## config.mk

```make
export PLATFORM = sky130hd
export DESIGN_NAME = kmdc_div
export DESIGN_NICKNAME = d
export VERILOG_FILES = /design/src/sv/kmeans_document_clustering_unit_macros.svh /design/src/sv/kmdc_pkg.sv /design/src/sv/kmdc_div.sv
export SDC_FILE = /design/constraint.sdc
export NUM_CORES = 1
export LEC_CHECK = 0
export CAP_MARGIN = 20
export CORE_ASPECT_RATIO = 1.1
export CORE_MARGIN = 4
export CORE_UTILIZATION = 31
export CTS_CLUSTER_DIAMETER = 80
export DETAILED_ROUTE_END_ITERATION = 8
export DONT_BUFFER_PORTS = 1
export SYNTH_ARGS = -nofsm -noshare
export SYNTH_HDL_FRONTEND = slang
export SYNTH_SLANG_ARGS = --single-unit
```

## constraint.sdc

```tcl
create_clock -name clk -period 4.96 [get_ports clk]
set_clock_uncertainty 0.15 [all_clocks]
set_input_delay 1.488 -clock clk [delete_from_list [all_inputs] [get_ports clk]]
set_output_delay 1.488 -clock clk [all_outputs]
set_load 0.01 [all_outputs]
```

## src/sv/kmeans_document_clustering_unit_macros.svh

```systemverilog
// Assertion macros for the k-means clustering unit.
// Used by the top level; expects clk and arst_n in scope.
`ifndef KMEANS_DOCUMENT_CLUSTERING_UNIT_MACROS_SVH
`define KMEANS_DOCUMENT_CLUSTERING_UNIT_MACROS_SVH

// Same-cycle implication, disabled while reset is active.
`define KMDC_ASSERT_IMP(lbl, ante, cons) \
	lbl: assert property (@(posedge clk) disable iff (!arst_n) (ante) |-> (cons)) \
		else $error("kmdc same-cycle check failed");

// Next-cycle implication, disabled while reset is active.
`define KMDC_ASSERT_NXT(lbl, ante, cons) \
	lbl: assert property (@(posedge clk) disable iff (!arst_n) (ante) |=> (cons)) \
		else $error("kmdc next-cycle check failed");

`endif

```

## src/sv/kmdc_pkg.sv

```systemverilog
// Shared types and constants of the k-means clustering unit.
// No dependencies; imported by the divider and the top level.
`timescale 1ns / 1ps

package kmdc_pkg;

	localparam int MAX_DOCS     = 1024;
	localparam int MAX_CABINETS = 16;
	localparam int MAX_SUBJECTS = 16;

	localparam int DOC_W   = 10;
	localparam int CAB_W   = 4;
	localparam int SUBJ_W  = 4;
	localparam int SCORE_W = 16;
	localparam int SUM_W   = 26;
	localparam int CNT_W   = 11;
	localparam int SQ_W    = 32;
	localparam int DIST_W  = 36;
	localparam int PASS_W  = 16;
	localparam int DIV_CW  = 5;

	typedef enum logic [1:0] {
		FUNC_LOAD = 2'd0,
		FUNC_RUN  = 2'd1,
		FUNC_READ = 2'd2,
		FUNC_NONE = 2'd3
	} func_t;

	typedef enum logic [1:0] {
		REG_CABINETS  = 2'd0,
		REG_SUBJECTS  = 2'd1,
		REG_DOCUMENTS = 2'd2,
		REG_ITER_LIM  = 2'd3
	} reg_idx_t;

	typedef struct packed {
		logic             start;
		logic [SUM_W-1:0] dividend;
		logic [CNT_W-1:0] divisor;
	} div_req_t;

	typedef struct packed {
		logic             done;
		logic [SUM_W-1:0] quotient;
	} div_rsp_t;

endpackage

```

## src/sv/kmdc_div.sv

```systemverilog
// Restoring divider, one quotient bit per cycle, for the cluster means.
// Depends on kmdc_pkg for widths and the request/response structs.
`timescale 1ns / 1ps

module kmdc_div
	import kmdc_pkg::*;
(
	input  logic     clk,
	input  logic     arst_n,
	input  div_req_t req,
	output div_rsp_t rsp
);

	logic              busy_q;
	logic              done_q;
	logic [DIV_CW-1:0] cnt_q;
	logic [CNT_W-1:0]  rem_q;
	logic [SUM_W-1:0]  quo_q;
	logic [CNT_W-1:0]  dvs_q;
	logic [CNT_W:0]    trial;
	logic [CNT_W:0]    diff;

	assign trial = {rem_q, quo_q[SUM_W-1]};
	assign diff  = trial - {1'b0, dvs_q};

	always_ff @(posedge clk or negedge arst_n) begin
		if (!arst_n) begin
			busy_q <= 1'b0;
			done_q <= 1'b0;
			cnt_q  <= '0;
		end else begin
			done_q <= 1'b0;
			if (req.start) begin
				busy_q <= 1'b1;
				cnt_q  <= DIV_CW'(SUM_W - 1);
			end else if (busy_q) begin
				if (cnt_q == '0) begin
					busy_q <= 1'b0;
					done_q <= 1'b1;
				end
				cnt_q <= cnt_q - 1'b1;
			end
		end
	end

	always_ff @(posedge clk) begin
		if (req.start) begin
			quo_q <= req.dividend;
			rem_q <= '0;
			dvs_q <= req.divisor;
		end else if (busy_q) begin
			// The remainder stays below the divisor, so it fits in CNT_W bits.
			if (trial >= {1'b0, dvs_q}) begin
				rem_q <= diff[CNT_W-1:0];
				quo_q <= {quo_q[SUM_W-2:0], 1'b1};
			end else begin
				rem_q <= trial[CNT_W-1:0];
				quo_q <= {quo_q[SUM_W-2:0], 1'b0};
			end
		end
	end

	assign rsp.done     = done_q;
	assign rsp.quotient = quo_q;

endmodule
```

# Yosys cells after proc, flatten, opt, wreduce, memory -nomap -nowiden
# Cells that the tools add are included.
[word_totals] ff_bits=55 inputBits=40 out_inout_bits=27 word_cells=23
[classes] addsub=2 n_lt_le_gt_ge=1 mux=12 n_reduce_logical=2
[op_table] operator="$mux W26" n=2
[op_table] operator="$ge A12 B11 Y1" n=1
[op_table] operator="$mux W11" n=1
[op_table] operator="$sub A11 B11 Y11" n=1
[op_table] operator="$mux W5" n=2
[op_table] operator="$mux W1" n=7
[op_table] operator="$logic_not A5 Y1" n=1
[op_table] operator="$sub A5 B1 Y5 const B" n=1
[op_table] operator="$reduce_bool A2 Y1" n=1

# Longest topological paths before layout
# Gate-level depths: netlist of the first run.
[depth] word_depth=4 ltp_mapped=10 ltp_nobuf=9

# Worst setup path after synthesis of the first run
# No wires, ideal clock.
[synth_path] kind="in2reg" startpoint="in req[37] (netlist bit)" endpoint="reg quo_q[0] (enable)" setup_time_ns=0.364 arrival_ns=2.494 required_ns=4.446 path_slack_ns=1.951 stages=3 path_buffers=2 cell_sequence="clkbuf_1 -> clkbuf_1 -> or2_2"
[synth_between] elab_chain_cells=1
[synth_rtl] item="from (decl)" line_no="kmdc_div.sv:10" rtl="input div_req_t req,"
[synth_rtl] item="$reduce_bool A2 Y1 (no line)"
[synth_rtl] item="to (signal assigned)" line_no="kmdc_div.sv:48" rtl="quo_q <= req.dividend;"
[synth_rtl] item="to (signal assigned)" line_no="kmdc_div.sv:55" rtl="quo_q <= {quo_q[SUM_W-2:0], 1'b1};"
[synth_rtl] item="to (signal assigned)" line_no="kmdc_div.sv:58" rtl="quo_q <= {quo_q[SUM_W-2:0], 1'b0};"
[synth_rtl] item="to (decl)" line_no="kmdc_div.sv:18" rtl="logic [SUM_W-1:0] quo_q;"
# Every way passes these cells.
# A chain may end at the register's enable or synchronous reset.

# Final worst setup path of the first run
[layout_path] startpoint="reg quo_q[25]" endpoint="reg rem_q[0]"
[layout_between] elab_chain_cells=2 word_cells_on_any_way=3 classes_between="add/sub (1); order compare (1); mux (1)"
[layout_rtl] item="$sub A11 B11 Y11 / $ge A12 B11 Y1 (equally long branches)" line_no="kmdc_div.sv:24, kmdc_div.sv:53"
[layout_rtl] item="$mux W11 *" line_no="kmdc_div.sv:53" rtl="if (trial >= {1'b0, dvs_q}) begin"
[layout_rtl] item="to (signal assigned)" line_no="kmdc_div.sv:54" rtl="rem_q <= diff[CNT_W-1:0];"
[layout_rtl] item="to (signal assigned)" line_no="kmdc_div.sv:57" rtl="rem_q <= trial[CNT_W-1:0];"
[layout_rtl] item="to (decl)" line_no="kmdc_div.sv:17" rtl="logic [CNT_W-1:0] rem_q;"
# Every way passes the cells marked *; elsewhere a longest branch is shown, timed or not.

==> results of run 1 <==
## cell families after synthesis
logic type               after synthesis  synth area share [%]
AND/OR/NAND/NOR                       56                  11.9
flip-flops                            55                  52.2
AO/OA/AOI/OAI                         40                  9.97
multiplexers                          33                  12.7
buffers and inverters                 28                  4.08
adder cells (fa/ha/maj)               14                  6.33
XOR/XNOR                               9                  2.73
## layer usage
metal  vias up  GRT usage, %
met5         -             0
met2        71          16.8
met1       815          12.4
met3         6          5.18
li1        845             -
met4         0          2.60
## flip-flops by register name (all words and copies together), names as in the netlist
signal and count:
quo_q 26, dvs_q 11, rem_q 11, cnt_q 5, busy_q 1, done_q 1
## metrics by stage
stage / power, mW / std cells
after floorplan: 1.03 / 235
after global placement: 1.09 / 337
after detailed placement: 1.10 / 337
after CTS: 1.35 / 345
after global routing: 1.44 / 345
final: 1.33 / 345
## cell usage after synthesis, types with 6 or more instances
library cell / number / area share, %
nand2_1: 8 / 1.0
edfxtp_1: 37 / 39
a21oi_1: 7 / 1.2
nand2b_1: 7 / 1.5
mux2i_1: 6 / 2.1
ha_1: 13 / 5.6
inv_1: 16 / 2.1
dfrtp_1: 7 / 6.1
mux2_2: 26 / 10
a211oi_1: 8 / 2.1
nor2_1: 17 / 2.2
xnor2_1: 8 / 2.4
dfxtp_1: 11 / 7.6
## power by group through the flow
stage | sequential [mW] | combinational, mW | clock, mW
after floorplan | 0.626 | 0.405 | 0
after global placement | 0.645 | 0.446 | 0
after detailed placement | 0.643 | 0.454 | 0
after CTS | 0.635 | 0.456 | 0.257
after global routing | 0.644 | 0.515 | 0.277
final | 0.633 | 0.451 | 0.247
## worst max path at each step
stage                     endpoint  slack (ps)      start  cells past startpoint
after floorplan           quo_q[0]        1950    req[37]                      3
after global placement    rem_q[0]        2160  quo_q[25]                      9
after detailed placement  rem_q[0]        2100  quo_q[25]                      9
after CTS                 rem_q[0]        2070  quo_q[25]                      9
after global routing      rem_q[0]        1920  quo_q[25]                      9
final                     rem_q[0]        2110  quo_q[25]                      9
## cell type report
type,instances,area (um^2),share of cell area (%)
sequential,55,1510,49.3
tap,114,143,4.67
clock inverter,2,12.5,0.410
inverter,16,60.1,1.97
multi-input combinational,152,1260,41.3
clock buffer,6,72.6,2.38
## critical path: stages, from the launching register on
cell	delay (ps)
edfxtp_1	430
inv_1	80
ha_1	220
fa_1	400
nor2b_1	170
o31a_1	240
o21ai_4	120
o21ai_4	430
mux2_4	350
a211oi_2	200
==> metrics.csv, run 1 <==
metric,value,unit
io_pins,67,
rsz0062_at_grt,false,
hp-class,flop to flop,
grt-ovfl-total,0,
share_seq_of_total_power,47.5,%
routedWlPerCell,15.4,um
fin_crit_sh,57.5,%
holdWs,352,ps
mostFrequentLayoutCell,edfxtp_1,
avgSynthCellArea,12.3,um^2
async_flop_share,12.7,%
gp_congestion,0.741,
final_cell_mix,"edfxtp_1, mux2_2, nor2_1",
route.met3.wl,569,um
first_global_vias,1867,
synth_nets,289,
drive_gt1_share,18.2,%
cts_tree,built,
drt-met1-wl,2180,um
clkSlewWorstSetupHoldPaths,100,ps
crit_path_start_kind,flop,
vias,1737,
status,completed,
preCtsSetupSlack,2100,ps
drt_iter0_drc,44,
cts_resized,0,
netlist_area,2890,um^2
start_util,32.2,%
cell_internal_pwr,0.885,mW
fp.dieH,109,um
rrSetupSlack,2110,ps
post-route-drc-count,0,
holdPathEnd,rem_q[4],
finalSetupViolations,0,
grt_max_degree,59,
reg2reg_from,quo_q[25],
clockPowerShare,18.6,%
area_delta_synth_final,5.90,%
p_leak,1.15,nW
slew_viol_final,0,
finalSetupTns,0,ps
std_cell_rows,36,
dieArea,10900,um^2
critPathKind,flop to flop,
yosysSeqAreaShare,52.2,%
synth_cell_types,49,
fin_area,3060,um^2
synth_ff_type,edfxtp_1,
ir_worst_vdd,0.213,mV
r2r_end,rem_q[0],
sw_frac_of_total,33.5,%
antenna_cells,0,
wl_met2,2500,um
yosysWarnings,0,
cp-end-kind,flop,
grt_antenna_before_repair,0,
cts_sinks,55,
cts.htree.levels,2,
dpl_cell_area,2970,um^2
synth_edf_count,37,
tightest_slew,962,ps
hold_viol_final,0,
cts_buffer_depth,2,
timing.fmax,351,MHz
max_slew_margin,35.9,%
ant_nets,0,
period_needed,2850,ps
combPwrFrac,33.9,%
nNetsFinal,284,
critPathMaxFanout,14,
synth-seq-cells,55,
min_path_cells,2,
cts.hold.buffers_added,0,
drtPass1Iterations,4,
arrival,2940,ps
core_area,8960,um^2
top_layer,met4,
clock_latency,300,ps
cts_root_buf,clkbuf_8,
drt_wl_total,5310,um
worst_ep_required_time,5050,ps
synthCells,235,
post-route-util,34.1,%
dp_hpwl,3730,um
die_w,100,um
grt_pass1_wl,9190,um
postCtsSetupBuffers,0,
drv_cap,0,
nFillCells,864,
hold_start,rem_q[4],
portBuffers,0,
setup_ws,2110,ps
viasPerCell,5.03,
reg2regPathDepth,9,
p_switching,0.446,mW
cts_made_buffers,5,
grt_usage,10.4,%
powerDensity,436,nW/um^2
Note: power is estimated with default switching activity, not from simulation.
==> inputs of run 2 (changes only) <==
clock period = 2.7 ns   (was 4.96 ns; I/O delays follow)
==> run 2 against run 1 <==
  * Worst hold slack got worse by 320 ps
  * Critical path depth increased by 1
  * First-iteration DRC count increased by 34%
  * Sequential share of layout area decreased by 1.5 points
  * Register-to-register slack got worse by 2000 ps
  * Die area unchanged
  * Non-clock buffer count increased by 8
  * Critical endpoint is now rem_q[1]
  * Highest routed layer unchanged
==> metrics.csv, run 2 (same netlist as run 1, synthesis figures left out) <==
metric,value,unit,change
ir_worst_vdd,0.390,mV,was 0.213 mV
clkSlewWorstSetupHoldPaths,110,ps,was 100 ps
gp_congestion,0.726,,was 0.741
crit_path_start_kind,flop,,unchanged
powerDensity,810,nW/um^2,was 436 nW/um^2
cp_slowest_stage_delay,390,ps,was 430 ps
mostFrequentLayoutCell,edfxtp_1,,unchanged
reg_top3,"quo_q x26, dvs_q x11, rem_q x11",,unchanged
crit_end,rem_q[1],,was rem_q[0]
setup_ws,113,ps,was 2110 ps
core_area,8960,um^2,unchanged
path_depth,10,,was 9
period_needed,2590,ps,was 2850 ps
cts_buffer_depth,2,,unchanged
drive_gt1_share,22.6,%,was 18.2%
rsz0062_at_grt,false,,unchanged
seq_area,1510,um^2,unchanged
holdWs,34.0,ps,was 352 ps
post-route-drc-count,0,,unchanged
grt-ovfl-total,0,,unchanged
drv_cap,0,,unchanged
wl_met2,2520,um,was 2500 um
grt_usage,10.4,%,about the same
preCtsSetupSlack,125,ps,was 2100 ps
io_pins,67,,unchanged
fin_crit_sh,95.8,%,was 57.5%
fin_area,3150,um^2,was 3060 um^2
regMostFlops,quo_q,,unchanged
hold_viol_final,0,,unchanged
rrSetupSlack,110,ps,was 2110 ps
start_util,32.2,%,unchanged
area_delta_synth_final,9.24,%,was 5.90%
finalSetupTns,0,ps,unchanged
final_cell_mix,"edfxtp_1, mux2_2, nor2_1",,unchanged
std_cell_rows,36,,unchanged
hp-class,primary input to asynchronous set/reset pin,,was flop to flop
routedWlPerCell,15.4,um,about the same
cts_made_buffers,5,,unchanged
viasPerCell,5.03,,about the same
dpl_cell_area,3000,um^2,was 2970 um^2
worstPathCellList,inv_1 -> ha_2 -> fa_2 -> nor2b_1 -> o31a_1 -> o21ai_4 -> o21ai_4 -> buf_6 -> nor4bb_4 -> or3_1,,was inv_1 -> ha_1 -> fa_1 -> nor2b_1 -> o31a_1 -> o21ai_4 -> o21ai_4 -> mux2_4 -> a211oi_2
vias,1774,,was 1737
clock_latency,310,ps,was 300 ps
finalSetupViolations,0,,unchanged
top_layer,met4,,unchanged
nFillCells,880,,was 864
critPathBufInv,2,,was 1
first_global_vias,1935,,was 1867
die_w,100,um,unchanged
p_leak,1.20,nW,was 1.15 nW
arrival,2640,ps,was 2940 ps
dieArea,10900,um^2,unchanged
total_power,2.55,mW,was 1.33 mW
max_slew_margin,59.2,%,was 35.9%
dp_hpwl,3830,um,was 3730 um
critPathMaxFanout,5,,was 14
reg2reg_from,quo_q[25],,unchanged
status,completed,,unchanged
startpoint,quo_q[25],,unchanged
r2r_end,rem_q[1],,was rem_q[0]
largest_reg_flops,26,,unchanged
nNetsFinal,292,,was 284
place_inst,341,,was 337
critPathKind,flop to flop,,unchanged
fp.dieH,109,um,unchanged
tightest_slew,611,ps,was 962 ps
cts_root_buf,clkbuf_8,,unchanged
antenna_cells,0,,unchanged
multiInputGateArea,1280,um^2,was 1260 um^2
ant_nets,0,,unchanged
portBuffers,0,,unchanged
drtPass1Iterations,4,,unchanged
drt_wl_total,5420,um,was 5310 um
drt_iter0_drc,59,,was 44
cpLargestDelayFamily,compound AO/OA/AOI/OAI gates,,unchanged
instances_no_fill,353,,was 345
cts_tree,built,,unchanged
reg2regPathDepth,10,,was 9
drt-met1-wl,2280,um,was 2180 um
timing.fmax,387,MHz,was 351 MHz
cts.htree.levels,2,,unchanged
slew_viol_final,0,,unchanged
crit_top_cell,o21ai_4,,unchanged
post-route-util,35.2,%,was 34.1%
grt_antenna_before_repair,0,,unchanged
route.met3.wl,547,um,was 569 um
grt_pass1_wl,9130,um,was 9190 um
worst_ep_required_time,2760,ps,was 5050 ps
grt_max_degree,59,,unchanged
crit_slowest_cell,edfxtp_1,,unchanged
cts_sinks,55,,unchanged
cp-end-kind,flop,,unchanged
==> run 2: cell type report <==
type,count,share of cell area [%]
Clock buffer,5,2.18
Clock inverter,3,0.715
Inverter,16,1.91
Multi-Input combinational cell,152,40.7
Sequential cell,55,47.8
Tap cell,114,4.53
Timing Repair Buffer,8,2.22
==> run 2: worst min path at each step <==
stage	startpoint	to	slack (ps)
after floorplan	rem_q[4]	rem_q[4]	320
after global placement	rem_q[2]	rem_q[2]	350
after detailed placement	rem_q[8]	rem_q[8]	350
final	arst_n	done_q	30
after CTS	arst_n	busy_q	10
after global routing	arst_n	done_q	9
==> run 2: per-layer routing <==
metal  track usage (%)  up-vias
met4              3.56        0
met2              16.4       66
met3              5.57        5
met5                 0        -
li1                  -      866
met1              12.0      837
==> run 2: worst reg2reg max path: stages, from the launching register on <==
cell and delay, ps:
edfxtp_1 390, inv_1 90, ha_2 190, fa_2 220, nor2b_1 60, o31a_1 350
o21ai_4 230, o21ai_4 130, buf_6 160, nor4bb_4 160, or3_1 350
==> run 2: power by group <==
group          internal (mW)  switching, mW
Sequential              1.04          0.123
Combinational          0.463          0.447
Clock                  0.189          0.290
==> run 2: repair_timing <==
item,in CTS,in global routing
endpoints found under the hold margin,0,2
setup buffers,0,3
hold buffers,0,1
setup endpoints to repair,0,2
gates resized for setup,0,6
